[config.mk]
export PLATFORM = sky130hd
export DESIGN_NAME = daily_slot_alarm_scheduler
export DESIGN_NICKNAME = d
export VERILOG_FILES = /design/src/rtl/dsas_pkg.sv /design/src/rtl/daily_slot_alarm_scheduler.sv /design/src/rtl/dsas_queue.sv /design/src/rtl/dsas_front.sv /design/src/rtl/dsas_back.sv
export VERILOG_INCLUDE_DIRS = /design/src /design/src/rtl
export SDC_FILE = /design/constraint.sdc
export NUM_CORES = 1
export LEC_CHECK = 0
export BUFFER_PORTS_ARGS = -buffer_cell sky130_fd_sc_hd__buf_4
export CORE_ASPECT_RATIO = 0.5
export CORE_MARGIN = 2
export CORE_UTILIZATION = 35
export CTS_CLUSTER_DIAMETER = 100
export DETAILED_ROUTE_END_ITERATION = 8
export GPL_ROUTABILITY_DRIVEN = 1
export GPL_TIMING_DRIVEN = 0
export PLACE_DENSITY_LB_ADDON = 0.3
export SYNTH_ARGS = -nofsm -noshare
export SYNTH_HDL_FRONTEND = slang
export SYNTH_SLANG_ARGS = --single-unit
[constraint.sdc]
create_clock -name clk -period 28.6 [get_ports clk]
set_input_delay 2.86 -clock clk [delete_from_list [all_inputs] [get_ports clk]]
set_output_delay 2.86 -clock clk [all_outputs]
set_load 0.005 [all_outputs]
[src/rtl/daily_slot_alarm_scheduler_macros.svh]
// Assertion macros used by the scheduler top level.
`ifndef DAILY_SLOT_ALARM_SCHEDULER_MACROS_SVH
`define DAILY_SLOT_ALARM_SCHEDULER_MACROS_SVH

// Same-cycle implication, checked out of reset.
`define DSAS_ASSERT_IMPL(label, ante, cons) \
  label: assert property (@(posedge clk) disable iff (rst) (ante) |-> (cons)) \
    else $error("scheduler same-cycle check failed");

// Next-cycle implication, checked out of reset.
`define DSAS_ASSERT_NEXT(label, ante, cons) \
  label: assert property (@(posedge clk) disable iff (rst) (ante) |=> (cons)) \
    else $error("scheduler next-cycle check failed");

`endif

[src/rtl/dsas_pkg.sv]
// Shared types and constants of the daily slot alarm scheduler.
package dsas_pkg;

  localparam int SLOT_REGS = 7;
  localparam int SLOT_W    = 3;
  localparam int TIME_W    = 12;
  localparam int QDEPTH    = 4;

  localparam logic [SLOT_W-1:0] NO_SLOT   = 3'd7;
  localparam logic [6:0]        NONE_SEEN = 7'd99;
  localparam logic signed [12:0] DAY_MINUTES = 13'sd1440;

  // event kinds
  localparam logic [1:0] KIND_WARN   = 2'd0;
  localparam logic [1:0] KIND_DISP   = 2'd1;
  localparam logic [1:0] KIND_STATUS = 2'd2;

  // register indexes
  localparam logic [2:0] REG_MASTER_EN = 3'd0;
  localparam logic [2:0] REG_SLOT0     = 3'd1;

  typedef logic [SLOT_REGS-1:0][TIME_W-1:0] slot_times_t;

  // one classified input, as handed from front to back
  typedef struct packed {
    logic [SLOT_REGS-1:0] warn;
    logic [SLOT_REGS-1:0] disp;
    logic [SLOT_W-1:0]    best;
  } item_t;

endpackage

[src/rtl/daily_slot_alarm_scheduler.sv]
// Top level of the daily slot alarm scheduler.
//
//  channel   dir  beat carries
//  s_axis    in   tdata: hour_now, minute_now
//  m_axis    out  tdata: event_kind, slot_index, next_slot; tlast: last
//  cfg       in   write: register index, data (no read-back)
//
// Each time beat yields 1 to 8 result beats: one per warning or dispense,
// then one status beat with tlast. The back end sends one beat a cycle
// unless the output stalls; the front end takes a beat every cycle while
// its 4-entry queue has room. Beats pass stage A, the queue and the back
// end's item and output registers. Reset (sync, high) restores the register
// defaults, clears the per-slot flags and sets the last minute to none.
// Either side may stall freely; the queue and output register absorb it.
`include "daily_slot_alarm_scheduler_macros.svh"

module daily_slot_alarm_scheduler #(
  parameter int NUM_SLOTS         = 7,
  parameter int WARN_LEAD_MINUTES = 10
) (
  input  logic        clk,
  input  logic        rst,
  input  logic        s_axis_tvalid,
  output logic        s_axis_tready,
  input  logic [15:0] s_axis_tdata,   // [4:0] hour_now, [10:5] minute_now, rest zero
  output logic        m_axis_tvalid,
  input  logic        m_axis_tready,
  output logic [7:0]  m_axis_tdata,   // [1:0] event_kind, [4:2] slot_index, [7:5] next_slot
  output logic        m_axis_tlast,
  input  logic        cfg_wr_en,
  input  logic [2:0]  cfg_index,
  input  logic [11:0] cfg_wdata
);
  import dsas_pkg::*;

  localparam int N_ACT = (NUM_SLOTS < SLOT_REGS) ? NUM_SLOTS : SLOT_REGS;

  // config registers
  logic        master_enable;
  slot_times_t slot_time;

  logic  q_push;
  logic  q_full;
  logic  q_pop;
  logic  q_valid;
  item_t q_wr;
  item_t q_rd;

  logic [1:0] out_kind;
  logic [2:0] out_slot;
  logic [2:0] out_next;

  always_ff @(posedge clk) begin
    if (rst) begin
      master_enable <= 1'b1;
      slot_time[0]  <= 12'd2560;  // 08:00
      slot_time[1]  <= 12'd2590;  // 08:30
      slot_time[2]  <= 12'd2816;  // 12:00
      slot_time[3]  <= 12'd2846;  // 12:30
      slot_time[4]  <= 12'd3136;  // 17:00
      slot_time[5]  <= 12'd3166;  // 17:30
      slot_time[6]  <= 12'd3392;  // 21:00
    end else if (cfg_wr_en) begin
      if (cfg_index == REG_MASTER_EN) begin
        master_enable <= cfg_wdata[0];
      end else begin
        slot_time[cfg_index - REG_SLOT0] <= cfg_wdata;
      end
    end
  end

  dsas_front #(
    .NUM_SLOTS         (NUM_SLOTS),
    .WARN_LEAD_MINUTES (WARN_LEAD_MINUTES)
  ) u_front (
    .clk           (clk),
    .rst           (rst),
    .master_enable (master_enable),
    .slot_time     (slot_time),
    .in_valid      (s_axis_tvalid),
    .in_ready      (s_axis_tready),
    .in_hour       (s_axis_tdata[4:0]),
    .in_minute     (s_axis_tdata[10:5]),
    .push          (q_push),
    .push_item     (q_wr),
    .q_full        (q_full)
  );

  dsas_queue u_queue (
    .clk      (clk),
    .rst      (rst),
    .push     (q_push),
    .wr_item  (q_wr),
    .full     (q_full),
    .pop      (q_pop),
    .rd_valid (q_valid),
    .rd_item  (q_rd)
  );

  dsas_back u_back (
    .clk       (clk),
    .rst       (rst),
    .q_valid   (q_valid),
    .q_item    (q_rd),
    .pop       (q_pop),
    .out_valid (m_axis_tvalid),
    .out_ready (m_axis_tready),
    .out_kind  (out_kind),
    .out_slot  (out_slot),
    .out_next  (out_next),
    .out_last  (m_axis_tlast)
  );

  assign m_axis_tdata = {out_next, out_slot, out_kind};

  // tlast marks exactly the status beat
  `DSAS_ASSERT_IMPL(a_last_is_status, m_axis_tvalid,
    m_axis_tlast == (out_kind == KIND_STATUS))
  // event beats name an existing slot and carry no next slot
  `DSAS_ASSERT_IMPL(a_event_fields, m_axis_tvalid && (out_kind != KIND_STATUS),
    (out_next == 3'd0) && (32'(out_slot) < N_ACT))
  // status beats carry slot 0 and a real slot or none
  `DSAS_ASSERT_IMPL(a_status_fields, m_axis_tvalid && (out_kind == KIND_STATUS),
    (out_slot == 3'd0) && ((out_next == NO_SLOT) || (32'(out_next) < N_ACT)))
  // a stalled queue-full front end cannot take a beat
  `DSAS_ASSERT_NEXT(a_full_pops_first, q_full && !q_pop, !q_push || q_full)

endmodule

[src/rtl/dsas_queue.sv]
// Small FIFO of classified items between front and back.
module dsas_queue (
  input  logic           clk,
  input  logic           rst,
  input  logic           push,
  input  dsas_pkg::item_t wr_item,
  output logic           full,
  input  logic           pop,
  output logic           rd_valid,
  output dsas_pkg::item_t rd_item
);
  import dsas_pkg::*;

  localparam int PTR_W = $clog2(QDEPTH);

  item_t             mem [QDEPTH];
  logic [PTR_W-1:0]  wr_ptr;
  logic [PTR_W-1:0]  rd_ptr;
  logic [PTR_W:0]    count;

  assign full     = (count == (PTR_W+1)'(QDEPTH));
  assign rd_valid = (count != '0);
  assign rd_item  = mem[rd_ptr];

  always_ff @(posedge clk) begin
    if (push) begin
      mem[wr_ptr] <= wr_item;
    end
  end

  always_ff @(posedge clk) begin
    if (rst) begin
      wr_ptr <= '0;
      rd_ptr <= '0;
      count  <= '0;
    end else begin
      if (push) begin
        wr_ptr <= wr_ptr + 1'b1;
      end
      if (pop) begin
        rd_ptr <= rd_ptr + 1'b1;
      end
      if (push && !pop) begin
        count <= count + 1'b1;
      end else if (pop && !push) begin
        count <= count - 1'b1;
      end
    end
  end

endmodule

[src/rtl/dsas_front.sv]
// Front end: takes time beats, tracks flags, classifies slots per input.
module dsas_front #(
  parameter int NUM_SLOTS         = 7,
  parameter int WARN_LEAD_MINUTES = 10
) (
  input  logic                  clk,
  input  logic                  rst,
  input  logic                  master_enable,
  input  dsas_pkg::slot_times_t slot_time,
  input  logic                  in_valid,
  output logic                  in_ready,
  input  logic [4:0]            in_hour,
  input  logic [5:0]            in_minute,
  output logic                  push,
  output dsas_pkg::item_t       push_item,
  input  logic                  q_full
);
  import dsas_pkg::*;

  localparam int N_ACT = (NUM_SLOTS < SLOT_REGS) ? NUM_SLOTS : SLOT_REGS;
  localparam logic signed [12:0] WARN_LEAD = 13'(WARN_LEAD_MINUTES);

  // stage A registers
  logic        a_valid;
  logic        a_active;
  logic        a_mid;
  logic [4:0]  a_hour;
  logic [5:0]  a_minute;
  logic [10:0] a_now;

  logic [6:0]           last_minute;
  logic [SLOT_REGS-1:0] warned;
  logic [SLOT_REGS-1:0] dispensed;

  logic                 accept;
  logic                 in_active;
  logic [10:0]          in_now;

  logic [SLOT_REGS-1:0] en;
  logic [SLOT_REGS-1:0] warn_hit;
  logic [SLOT_REGS-1:0] disp_hit;
  logic signed [12:0]   ahead [SLOT_REGS];
  logic [SLOT_REGS-1:0] warned_base;
  logic [SLOT_REGS-1:0] disp_base;
  logic [SLOT_REGS-1:0] warn_emit;
  logic [SLOT_REGS-1:0] disp_emit;
  logic [SLOT_W-1:0]    best;

  assign push     = a_valid && !q_full;
  assign in_ready = !a_valid || !q_full;
  assign accept   = in_valid && in_ready;

  assign in_active = master_enable && ({1'b0, in_minute} != last_minute);
  // hour*60 as hour*64 - hour*4
  assign in_now = {in_hour, 6'd0} - {4'd0, in_hour, 2'd0} + {5'd0, in_minute};

  always_ff @(posedge clk) begin
    if (rst) begin
      a_valid     <= 1'b0;
      last_minute <= NONE_SEEN;
    end else begin
      if (accept) begin
        a_valid <= 1'b1;
        if (in_active) begin
          last_minute <= {1'b0, in_minute};
        end
      end else if (push) begin
        a_valid <= 1'b0;
      end
    end
  end

  always_ff @(posedge clk) begin
    if (accept) begin
      a_active <= in_active;
      a_mid    <= (in_hour == 5'd0) && (in_minute == 6'd0);
      a_hour   <= in_hour;
      a_minute <= in_minute;
      a_now    <= in_now;
    end
  end

  // per-slot lanes
  always_comb begin
    logic [10:0]        s_mod;
    logic signed [12:0] diff;
    logic signed [12:0] diff_w;
    for (int i = 0; i < SLOT_REGS; i++) begin
      en[i]  = slot_time[i][11] && (i < N_ACT);
      s_mod  = {slot_time[i][10:6], 6'd0} - {4'd0, slot_time[i][10:6], 2'd0}
             + {5'd0, slot_time[i][5:0]};
      diff   = $signed({2'b00, s_mod}) - $signed({2'b00, a_now});
      diff_w = (diff < 0) ? diff + DAY_MINUTES : diff;
      ahead[i] = (diff <= 0) ? diff + DAY_MINUTES : diff;
      warn_hit[i] = en[i] && (diff_w == WARN_LEAD);
      disp_hit[i] = en[i] && (slot_time[i][10:6] == a_hour)
                  && (slot_time[i][5:0] == a_minute);
    end
  end

  // nearest enabled slot strictly ahead; lowest index wins ties
  always_comb begin
    logic               found;
    logic signed [12:0] bd;
    found = 1'b0;
    bd    = '0;
    best  = NO_SLOT;
    for (int i = 0; i < SLOT_REGS; i++) begin
      if (en[i] && (!found || ahead[i] < bd)) begin
        found = 1'b1;
        bd    = ahead[i];
        best  = SLOT_W'(i);
      end
    end
  end

  assign warned_base = a_mid ? '0 : warned;
  assign disp_base   = a_mid ? '0 : dispensed;
  assign warn_emit   = a_active ? (warn_hit & ~warned_base) : '0;
  assign disp_emit   = a_active ? (disp_hit & ~disp_base) : '0;

  assign push_item.warn = warn_emit;
  assign push_item.disp = disp_emit;
  assign push_item.best = best;

  always_ff @(posedge clk) begin
    if (rst) begin
      warned    <= '0;
      dispensed <= '0;
    end else if (push && a_active) begin
      warned    <= warned_base | warn_emit | disp_emit;
      dispensed <= disp_base | disp_emit;
    end
  end

endmodule

[src/rtl/dsas_back.sv]
// Back end: serializes one classified item into event beats and a status beat.
module dsas_back (
  input  logic              clk,
  input  logic              rst,
  input  logic              q_valid,
  input  dsas_pkg::item_t   q_item,
  output logic              pop,
  output logic              out_valid,
  input  logic              out_ready,
  output logic [1:0]        out_kind,
  output logic [2:0]        out_slot,
  output logic [2:0]        out_next,
  output logic              out_last
);
  import dsas_pkg::*;

  localparam int EV_W  = 2 * SLOT_REGS;
  localparam int POS_W = $clog2(EV_W);

  logic  cur_valid;
  item_t cur;

  logic [EV_W-1:0]  ev;
  logic [EV_W-1:0]  ev_one;
  logic [EV_W-1:0]  ev_left;
  logic [POS_W-1:0] pos;
  logic             ev_any;
  logic             out_free;
  logic             step;
  logic             finish;

  // warn of slot i at bit 2i, dispense at 2i+1: index order, warn first
  always_comb begin
    for (int j = 0; j < SLOT_REGS; j++) begin
      ev[2*j]   = cur.warn[j];
      ev[2*j+1] = cur.disp[j];
    end
  end

  assign ev_any  = |ev;
  assign ev_one  = ev & (~ev + 1'b1);
  assign ev_left = ev & ~ev_one;

  always_comb begin
    pos = '0;
    for (int j = 0; j < EV_W; j++) begin
      if (ev_one[j]) begin
        pos = pos | POS_W'(j);
      end
    end
  end

  assign out_free = !out_valid || out_ready;
  assign step     = cur_valid && out_free;
  assign finish   = step && !ev_any;
  assign pop      = q_valid && (!cur_valid || finish);

  always_ff @(posedge clk) begin
    if (rst) begin
      cur_valid <= 1'b0;
      out_valid <= 1'b0;
    end else begin
      if (pop) begin
        cur_valid <= 1'b1;
      end else if (finish) begin
        cur_valid <= 1'b0;
      end
      if (step) begin
        out_valid <= 1'b1;
      end else if (out_ready) begin
        out_valid <= 1'b0;
      end
    end
  end

  always_ff @(posedge clk) begin
    if (pop) begin
      cur <= q_item;
    end else if (step && ev_any) begin
      for (int j = 0; j < SLOT_REGS; j++) begin
        cur.warn[j] <= ev_left[2*j];
        cur.disp[j] <= ev_left[2*j+1];
      end
    end
    if (step) begin
      if (ev_any) begin
        out_kind <= pos[0] ? KIND_DISP : KIND_WARN;
        out_slot <= pos[POS_W-1:1];
        out_next <= '0;
        out_last <= 1'b0;
      end else begin
        out_kind <= KIND_STATUS;
        out_slot <= '0;
        out_next <= cur.best;
        out_last <= 1'b1;
      end
    end
  end

endmodule
==> flow_summary_export.csv <==
group,metric,value,unit
worst_setup_path,cp_top_family,"compound AO/OA/AOI/OAI gates",
sta,setup_viol,0,
synthesis,yosysTopAreaCellShare,0.1721,
sta,rsz0062_at_grt,"false",
die,core,57250,um2
worst_setup_path,crit_type,"flop to flop",
synthesis,syn_area,20240,um2
place,portBuffers,39,
synthesis,yosys.area.top_type,"edfxtp_1",
grt,grt_pass1_wl,97780,um
finish,multi_input_area,13500,um2
die,ios,47,
cts,cts_buffer_depth,3,
sta,clock_skew,22.86,ps
cts,cts.repair.resized,0,
synthesis,yosysMostFrequentCell,"nor2_1",
sta,relSlewSlack,-0.01114,
finish,syn_to_final_growth,10.39,%
cts,postCtsSetupBuffers,0,
synthesis,ys_top_cells_by_count,"241 x nor2_1, 218 x ha_1, 172 x inv_1",
cts,cts_max_level,1,
routing,initialDrtViolationCount,1335,
synthesis,yosysSeqAreaShare,0.2889,
finish,regArea,5846,um2
cts,cts_tree,"built",
hold_path,hold_path_class,"flop to flop",
synthesis,synth.area.top_cells,"edfxtp_1 17%, ha_1 13%, dfxtp_1 12%",
finish,final_util,0.3902,
sta,worst_slew_pin_slew,1505,ps
cts,clk_pin_slew_worst_paths,70,ps
synthesis,synthFlopType,"dfxtp_1",
sta,hold_violations,0,
worst_setup_path,cpMostUsedCell,"ha_1",
die,die_area,59880,um2
cts,holdBufCountCts,0,
sta,finalCriticalPeriod,19480,ps
sta,fmax,51.33,MHz
run_status,status,"finished with violations",
grt,grt_start_max_net_pins,24,
worst_setup_path,slowest_delay,830,ps
place,place_hpwl,47990,um
worst_setup_path,worstPathMaxFanout,10,
finish,fillCellCount,5926,
finish,instances_no_fill,3169,
worst_setup_path,worstSetupStartpointType,"flop",
finish,fin_nets,2646,
grt,grt_pass1_vias,16686,
routing,num_vias,17447,
routing,wl,62950,um
run_status,violations,"capacitance limit, slew limit",
synthesis,ys_seq_elements,234,
place,placedCellCount,3125,
sta,slew_viol_final,7,
routing,postRouteAntennaNets,0,
worst_setup_path,slowest_stage,"a2111oi_0",
die,fp.dieW,344.1,um
cts,cts-root-buf,"clkbuf_16",
sta,tns,0,ps
synthesis,yosysUniqueCellTypes,107,
routing,vias_per_cell,5.506,
cts,clk_latency,540,ps
finish,antenna_cells,0,
job,maxCapViolCount,2,
die,fp.dieH,174.0,um
synthesis,syn_nets,2579,
worst_setup_path,worstPathRequired,28710,ps
cts,cts.sinks,234,
grt,track_usage,0.2100,
die,std_cell_rows,62,
sta,final_min_period_over_clock_period,0.6811,
grt,grt-ovfl-total,0,
die,initial_core_util,0.3535,
worst_setup_path,crit_arrival,19590,ps
finish,drive_gt1_frac,0.07372,
routing,wl_per_cell,19.86,um
routing,drtPass1Iterations,5,
synthesis,synth-edff-count,116,
routing,drc,0,
synthesis,syn_avg_cell_area,8.734,um2
synthesis,async_flop_share,0,
worst_setup_path,cp-end-kind,"flop",
cts,cts_buffers,24,
synthesis,ys_warn_count,0,
place,place_congestion,0.9308,
synthesis,synthCells,2317,
worst_setup_path,crit_buf_inv,6,
grt,grt_antenna_before_repair,0,
## metrics by stage
stage	instance area, um2	hold slack [ps]	worst slack (ps)
final	22340	458.4	9120
after floorplan	20240	429.8	13670
after CTS	22330	465.3	9327
after detailed placement	21530	456.1	9411
after global routing	22340	485.7	7764
after global placement	21490	448.2	9562
## cells by family after synthesis
logic type / after synthesis / synth area share
multiplexers: 104 / 0.06276
AND/OR/NAND/NOR: 775 / 0.1923
adder cells (fa/ha/maj): 226 / 0.1427
flip-flops: 234 / 0.2889
XOR/XNOR: 185 / 0.08081
AO/OA/AOI/OAI: 552 / 0.1867
buffers and inverters: 241 / 0.04588
## placed cells by master, fill, tap and decap left out, types with 17 or more instances in the layout
| cell | n |
|---|---|
| a211o_1 | 38 |
| a211oi_1 | 20 |
| a21o_1 | 36 |
| a21oi_1 | 122 |
| a31oi_1 | 18 |
| and2_1 | 26 |
| and3_1 | 24 |
| buf_4 | 41 |
| clkbuf_1 | 58 |
| clkbuf_16 | 25 |
| dfxtp_1 | 118 |
| edfxtp_1 | 116 |
| ha_1 | 218 |
| inv_1 | 172 |
| mux2i_1 | 74 |
| mux4_2 | 17 |
| nand2_1 | 151 |
| nand2b_1 | 32 |
| nand3_1 | 35 |
| nand4_1 | 33 |
| nor2_1 | 241 |
| nor2b_1 | 40 |
| nor3_1 | 68 |
| nor4_1 | 30 |
| o211ai_1 | 19 |
| o21a_1 | 50 |
| o21ai_0 | 103 |
| or3_1 | 17 |
| xnor2_1 | 111 |
| xor2_1 | 72 |
## registers in the layout (all words and copies together), names as in the netlist, 2 cells and up, named ones only
| name | flops |
|---|---|
| slot_time | 84 |
| u_back.cur | 17 |
| u_back.out_kind | 2 |
| u_back.out_next | 3 |
| u_back.out_slot | 3 |
| u_front.a_hour | 5 |
| u_front.a_minute | 4 |
| u_front.a_now | 11 |
| u_front.dispensed | 7 |
| u_front.last_minute | 7 |
| u_front.warned | 7 |
| u_queue.count | 3 |
| u_queue.mem | 68 |
| u_queue.rd_ptr | 2 |
| u_queue.wr_ptr | 2 |
## layer usage
| metal | track usage | wire [um] | vias up |
|---|---|---|---|
| li1 | - | - | 8598 |
| met2 | 0.3340 | 27360 | 447 |
| met4 | 0.05127 | 1734 | 0 |
| met3 | 0.03237 | 4046 | 97 |
| met1 | 0.2971 | 29810 | 8305 |
| met5 | 0 | 0 | - |
## area by class of cell
cell class                 count  share of cell area
inverter                     174             0.02924
tap                          768             0.04301
sequential                   234              0.2617
timing repair buffer          41             0.01367
clock inverter                12            0.005769
buffer                        67             0.01232
clock buffer                  31             0.02991
multi-input combinational   1842              0.6044
## final timing paths
check,start,to,slack (ps),depth (start not counted)
setup / recovery,slot_time[6],u_queue.mem[1][1],9120,75
hold / removal,u_front.warned[3],u_front.warned[3],460,2
setup reg to reg,slot_time[6],u_queue.mem[1][1],9120,75
hold reg to reg,u_front.warned[3],u_front.warned[3],460,2
## worst min-delay path, delay by kind of cell (launching register included)
kind | cells | cell delay, ps
AOI/OAI and AO/OA | 1 | 50
DFF | 1 | 310
and+or+nand+nor | 1 | 50
Power is left out: the tool's default activity adds up to more than one toggle a clock period on the data nets, which glitch-free logic cannot reach.
